<file path="config.mk">
export PLATFORM = sky130hd
export DESIGN_NAME = nca_cell
export DESIGN_NICKNAME = d
export VERILOG_FILES = /design/src/rtl/core/nca_pkg.sv /design/src/rtl/core/nca_cell.sv
export SDC_FILE = /design/constraint.sdc
export NUM_CORES = 2
export LEC_CHECK = 0
export BUFFER_PORTS_ARGS = -buffer_cell sky130_fd_sc_hd__buf_4
export CORE_MARGIN = 8
export CORE_UTILIZATION = 64
export DETAILED_ROUTE_END_ITERATION = 6
export HOLD_SLACK_MARGIN = 0.15
export PLACE_DENSITY = 0.93
export SLEW_MARGIN = 10
export SYNTH_ARGS = -nofsm -noshare
export SYNTH_HDL_FRONTEND = slang
export SYNTH_SLANG_ARGS = --single-unit
</file>
<file path="constraint.sdc">
create_clock -name clk -period 10.3 [get_ports clk]
set_clock_uncertainty 0.05 [all_clocks]
set_input_delay 0.515 -clock clk [delete_from_list [all_inputs] [get_ports clk]]
set_output_delay 0.515 -clock clk [all_outputs]
set_load 0.01 [all_outputs]
</file>
<file path="src/rtl/core/nca_pkg.sv">
// nca_pkg: shared types and constants for the nearest centroid assignment block
// used by nca_cell, nearest_centroid_assign and nca_checker; no dependencies
package nca_pkg;

	localparam int MAX_CENTROIDS_DEF = 32;
	localparam int COORD_BITS_DEF    = 17;

	// apb register map
	localparam int   APB_DATA_W = 32;
	localparam int   PADDR_W    = 3;
	localparam logic REG_COUNT  = 1'b0;

	typedef enum logic {
		KIND_LOAD  = 1'b0,
		KIND_POINT = 1'b1
	} kind_t;

	// control travelling with each beat along the chain
	typedef struct packed {
		logic  valid;
		kind_t kind;
	} ctl_t;

endpackage

</file>
<file path="src/rtl/core/nca_cell.sv">
// nca_cell: one centroid slot of the systolic chain, two register stages
// stage 1 squares the coordinate differences, stage 2 keeps the running minimum
// depends on nca_pkg
module nca_cell
	import nca_pkg::*;
#(
	parameter int IDX           = 0,
	parameter int MAX_CENTROIDS = MAX_CENTROIDS_DEF,
	parameter int COORD_BITS    = COORD_BITS_DEF
) (
	input  logic                                 clk,
	input  logic                                 arst_n,
	input  logic                                 en,
	input  logic [$clog2(MAX_CENTROIDS+1)-1:0]   count,
	input  ctl_t                                 ctl_in,
	input  logic [$clog2(MAX_CENTROIDS)-1:0]     slot_in,
	input  logic [COORD_BITS-1:0]                x_in,
	input  logic [COORD_BITS-1:0]                y_in,
	input  logic [2*COORD_BITS:0]                best_in,
	input  logic [$clog2(MAX_CENTROIDS)-1:0]     bidx_in,
	output ctl_t                                 ctl_out,
	output logic [$clog2(MAX_CENTROIDS)-1:0]     slot_out,
	output logic [COORD_BITS-1:0]                x_out,
	output logic [COORD_BITS-1:0]                y_out,
	output logic [2*COORD_BITS:0]                best_out,
	output logic [$clog2(MAX_CENTROIDS)-1:0]     bidx_out
);

	localparam int  IDX_W     = $clog2(MAX_CENTROIDS);
	localparam int  CNT_W     = $clog2(MAX_CENTROIDS + 1);
	localparam int  SQ_W      = 2 * COORD_BITS;
	localparam int  DIST_W    = 2 * COORD_BITS + 1;
	localparam bit  ALWAYS_ON = (IDX == 0);

	logic [COORD_BITS-1:0] cx_q, cy_q;
	logic [COORD_BITS-1:0] dx, dy;
	logic [SQ_W-1:0]       dx_w, dy_w;

	ctl_t                  ctl_s1;
	logic [IDX_W-1:0]      slot_s1;
	logic [COORD_BITS-1:0] x_s1, y_s1;
	logic [DIST_W-1:0]     best_s1;
	logic [IDX_W-1:0]      bidx_s1;
	logic [SQ_W-1:0]       sqx_s1, sqy_s1;

	logic [DIST_W-1:0]     dist_sum;
	logic                  active;
	logic                  take;

	ctl_t                  ctl_s2;
	logic [IDX_W-1:0]      slot_s2;
	logic [COORD_BITS-1:0] x_s2, y_s2;
	logic [DIST_W-1:0]     best_s2;
	logic [IDX_W-1:0]      bidx_s2;

	assign dx   = (x_in >= cx_q) ? (x_in - cx_q) : (cx_q - x_in);
	assign dy   = (y_in >= cy_q) ? (y_in - cy_q) : (cy_q - y_in);
	assign dx_w = {{COORD_BITS{1'b0}}, dx};
	assign dy_w = {{COORD_BITS{1'b0}}, dy};

	// centroid held by this slot, written as a load beat enters
	always_ff @(posedge clk or negedge arst_n) begin
		if (!arst_n) begin
			cx_q <= '0;
			cy_q <= '0;
		end else if (en && ctl_in.valid && ctl_in.kind == KIND_LOAD
				&& slot_in == IDX_W'(IDX)) begin
			cx_q <= x_in;
			cy_q <= y_in;
		end
	end

	always_ff @(posedge clk or negedge arst_n) begin
		if (!arst_n) begin
			ctl_s1 <= '0;
			ctl_s2 <= '0;
		end else if (en) begin
			ctl_s1 <= ctl_in;
			ctl_s2 <= ctl_s1;
		end
	end

	always_ff @(posedge clk) begin
		if (en) begin
			slot_s1 <= slot_in;
			x_s1    <= x_in;
			y_s1    <= y_in;
			best_s1 <= best_in;
			bidx_s1 <= bidx_in;
			sqx_s1  <= dx_w * dx_w;
			sqy_s1  <= dy_w * dy_w;
		end
	end

	assign dist_sum = {1'b0, sqx_s1} + {1'b0, sqy_s1};
	assign active   = ALWAYS_ON || (CNT_W'(IDX) < count);
	assign take     = active && (dist_sum < best_s1);

	always_ff @(posedge clk) begin
		if (en) begin
			slot_s2 <= slot_s1;
			x_s2    <= x_s1;
			y_s2    <= y_s1;
			best_s2 <= take ? dist_sum : best_s1;
			bidx_s2 <= take ? IDX_W'(IDX) : bidx_s1;
		end
	end

	assign ctl_out  = ctl_s2;
	assign slot_out = slot_s2;
	assign x_out    = x_s2;
	assign y_out    = y_s2;
	assign best_out = best_s2;
	assign bidx_out = bidx_s2;

endmodule

</file>
==> impl.org <==
** Layout
- Layout cells sized above 1 :: 11.2%
- Relative to the synthesized area, the layout overhead comes to 12.5%.
- The filler cells instantiated in the layout total 2918.
- Flip-flop and latch area :: 0.00768 sq mm
- Area of combinational cells with multiple inputs :: 0.0196 sq mm
- The final layout contains 4106 nets.
- The repair_antennas step left the layout with diodes totalling 0.

** Global route
- Most used routing layer :: met2
- Global routing usage on met3 :: 6.82%
- Total GRT Usage :: 29.0%
- Maximum number of pins on one net before global-route repair :: 89
- Met2 Resource Use GR :: 51.5%
- First-pass GRT wire length :: 126 mm
- GR Util met1 :: 33.7%
- Number of antenna violations at the first check in global routing :: 3
- Remaining Overflow, GRT :: 0
- The number of global-route vias before repair came to 25.0k.

** Routing
- After detailed routing, the number of remaining DRC violations is 0.
- After detailed routing, the number of vias per cell comes to 5.84.
- The detailed router placed 22.9k vias in this run.
- Routed WL per cell :: 19.9 um
- Summed over all layers, the routed wires come to 77.8 mm.
- The detail route stage leaves a number of antenna-violating nets equal to 0.
- Initial DRC Count :: 1991
- The pre-antenna-repair detailed-routing pass consisted of 6 iterations.

** Setup path
- Of all nets on the critical path, the largest fanout is 11.
- Worst-path cell with the longest stage delay :: dlygate4sd3_1
- Delay of the slowest critical-path stage :: 0.56 ns
- WS Path Type :: in2reg
- At the worst endpoint, the required time is 10.57 ns.
- Most common cell on crit path :: fa_1
- The worst setup path is captured at a register.
- CP startpoint kind :: primary input
- Data on the critical path arrives at its endpoint at 10.21 ns.

** Clock network
- Inserted Clock Buffers :: 28
- TritonCTS built the clock tree.
- After clock tree synthesis, the setup repair step added 0 buffers.
- Clk sink count :: 262
- Worst-Skew Late Latency :: 0.58 ns
- Clock transition at the registers of the reported paths :: 0.07 ns
- In this run the number of H-tree levels came out at 1.
- The clock passes through at most 3 buffers.
- The tree is rooted in a clkbuf_16.

** Floorplan
- For this design the top-level I/O count stands at 171.
- Die area :: 0.0546 sq mm
- Die Height :: 234 um
- The region available for standard cell placement spans 0.0467 sq mm.
- Horizontal die dimension :: 234 um
- Once the floorplan was initialized, standard cells occupied 65.0% of the core.
- The floorplan has 79 rows.

** Timing
- In this run the tightest slew margin relative to its limit is 28.7%.
- Of the available clock period, the critical path in the final layout requires 96.6%.
- Derived from the worst setup path, the maximum achievable clock frequency is 0.101 GHz.
- Setup repair after global routing left no endpoint under its margin.
- Number of setup violations in the final report :: 0
- The number of hold violations in the final report is 0.
- Worst slew pin tran :: 1.07 ns
- Setup TNS :: 0 ns
- Pins over their slew limit :: 0
- Minimum clock period after layout :: 9.95 ns

** Yosys
- Number of distinct library cell variants in the gate-level netlist after synthesis :: 83
- By count the netlist is led by inv_1, fa_1, ha_1, nand2_1, edfxtp_1.
- Among all flip-flop cells after synthesis, the most frequent one is edfxtp_1.
- Of the synthesized area, sequential elements account for 25.3%.
- Cell with the most instances after synthesis :: inv_1
- Warning count from the yosys run :: 0
- After synthesis the cells add up to 0.0303 sq mm.
- In the synthesized netlist, the number of instances is 3035.
- Area fraction of the dominant cell type after synthesis :: 25.5%
- By area the synthesized netlist is led by fa_1, edfxtp_1, ha_1, inv_1, dfrtp_1.
- Net count of the mapped netlist :: 3857
- Fraction of synthesis flops using an asynchronous set or reset pin :: 14.5%
- The synthesized design contains 224 enable-type register cells.
- A synthesized cell averages 9.99 sq um.
- After synthesis the netlist holds a flip-flop and latch count of 262.
- Cell type contributing the most total cell area after synthesis :: fa_1

** Placement
- IO buf count :: 164
- The HPWL after detailed placement is 59.1 mm.
- Gp weighted congestion :: 0.959

** Job
- Max-cap viol count :: 0

** Hold path
- Hold/Removal Path Class :: in2reg

** Status
- Result of the run :: completed
## worst max-delay path: cells and delay by family
| family | cells | cell delay, ns |
|---|---|---|
| AND/OR/NAND/NOR | 9 | 2.10 |
| buffers and inverters | 9 | 1.58 |
| AO/OA/AOI/OAI | 8 | 1.58 |
| adder cells (fa/ha/maj) | 8 | 3.54 |
| XOR/XNOR | 2 | 0.87 |
## cells in the final DEF, fill, tap and decap left out, drive strengths merged, types with 20 or more instances in the layout
master | synthesis | routed
dfrtp | 38 | 38
nor2 | 199 | 199
o21ai | 113 | 113
edfxtp | 224 | 224
nand4 | 22 | 22
dlygate4sd3 | 0 | 81
nor3 | 20 | 20
a21o | 71 | 71
xor2 | 36 | 36
buf | 33 | 216
and3 | 20 | 20
nand3 | 34 | 34
nor2b | 24 | 24
a211oi | 21 | 21
inv | 705 | 707
ha | 346 | 346
o21bai | 22 | 22
xnor2 | 94 | 94
nand2 | 245 | 245
fa | 386 | 386
mux2 | 44 | 44
clkbuf | 45 | 34
a21oi | 128 | 128
nand2b | 23 | 23
## flip-flops by register name (all words and copies together) (netlist names)
signal	count
best_out	35
best_s1	35
sqx_s1	33
sqy_s1	33
cx_q	17
cy_q	17
x_out	17
x_s1	17
y_out	17
y_s1	17
bidx_out	5
bidx_s1	5
slot_out	5
slot_s1	5
ctl_out	2
ctl_s1	2
## routing by layer
layer | wire [um] | up-vias | share of wire [%]
met2 | 38600 | 1240 | 50
met5 | 23 | - | 0.030
met1 | 28000 | 11102 | 36
li1 | - | 10216 | -
met4 | 3560 | 4 | 4.6
met3 | 7650 | 297 | 9.8
## what timing repair did
action,4_1_cts,5_1_grt
endpoints found under the hold margin,119,0
hold buffers,81,0
gates resized for setup,0,5
setup endpoints to repair,0,11
## path summary, 6_finish.rpt
path,cells past startpoint,from,endpoint,slack (ns)
min reg2reg,0,y_s1[10],y_out[10],0.37
max,36,x_in[14],sqx_s1[31],0.35
min in group asynchronous,2,arst_n,ctl_s1[0],0.41
max in group asynchronous,2,arst_n,cx_q[11],9.40
max reg2reg,33,cx_q[15],sqx_s1[31],0.64
min,2,ctl_in[0],ctl_s1[0],0.19
## layout make-up
cell class                      instances  area share (%)
Multi-Input combinational cell       1987            57.5
Sequential cell                       262            22.5
Inverter                              708            7.79
Timing Repair Buffer                  297            7.15
Tap cell                              607            2.23
Clock buffer                           34            2.15
Clock inverter                         17           0.660
## cells by family (layout without fill, tap and decap cells)
kind of cell               Yosys count  in the layout  share of synthesized area, %
adders and majority gates          732            732                          39.8
buffers and inverters              786           1056                          10.1
xor gates and xnor gates           131            131                          4.25
muxes                               56             56                          2.07
and+or+nand+nor                    623            623                          9.21
AOI/OAI and AO/OA                  445            445                          9.32
DFF                                262            262                          25.3
## stage by stage
step | std cells | setup slack, ns | hold slack [ns] | utilization, % | cell area [sq um]
CTS | 3912 | 0.299 | 0.164 | 73.1 | 34100
detailed placement | 3780 | 0.292 | 0.355 | 69.3 | 32300
global route | 3912 | 0.00381 | 0.183 | 73.1 | 34100
finish | 3912 | 0.355 | 0.195 | 73.1 | 34100
global placement | 3780 | 0.572 | 0.351 | 69.3 | 32300
floorplan | 3035 | 1.61 | 0.169 | - | 30300
Power is not shown: default switching activity piles up to over one toggle a cycle in this logic, so the estimate is an artifact.
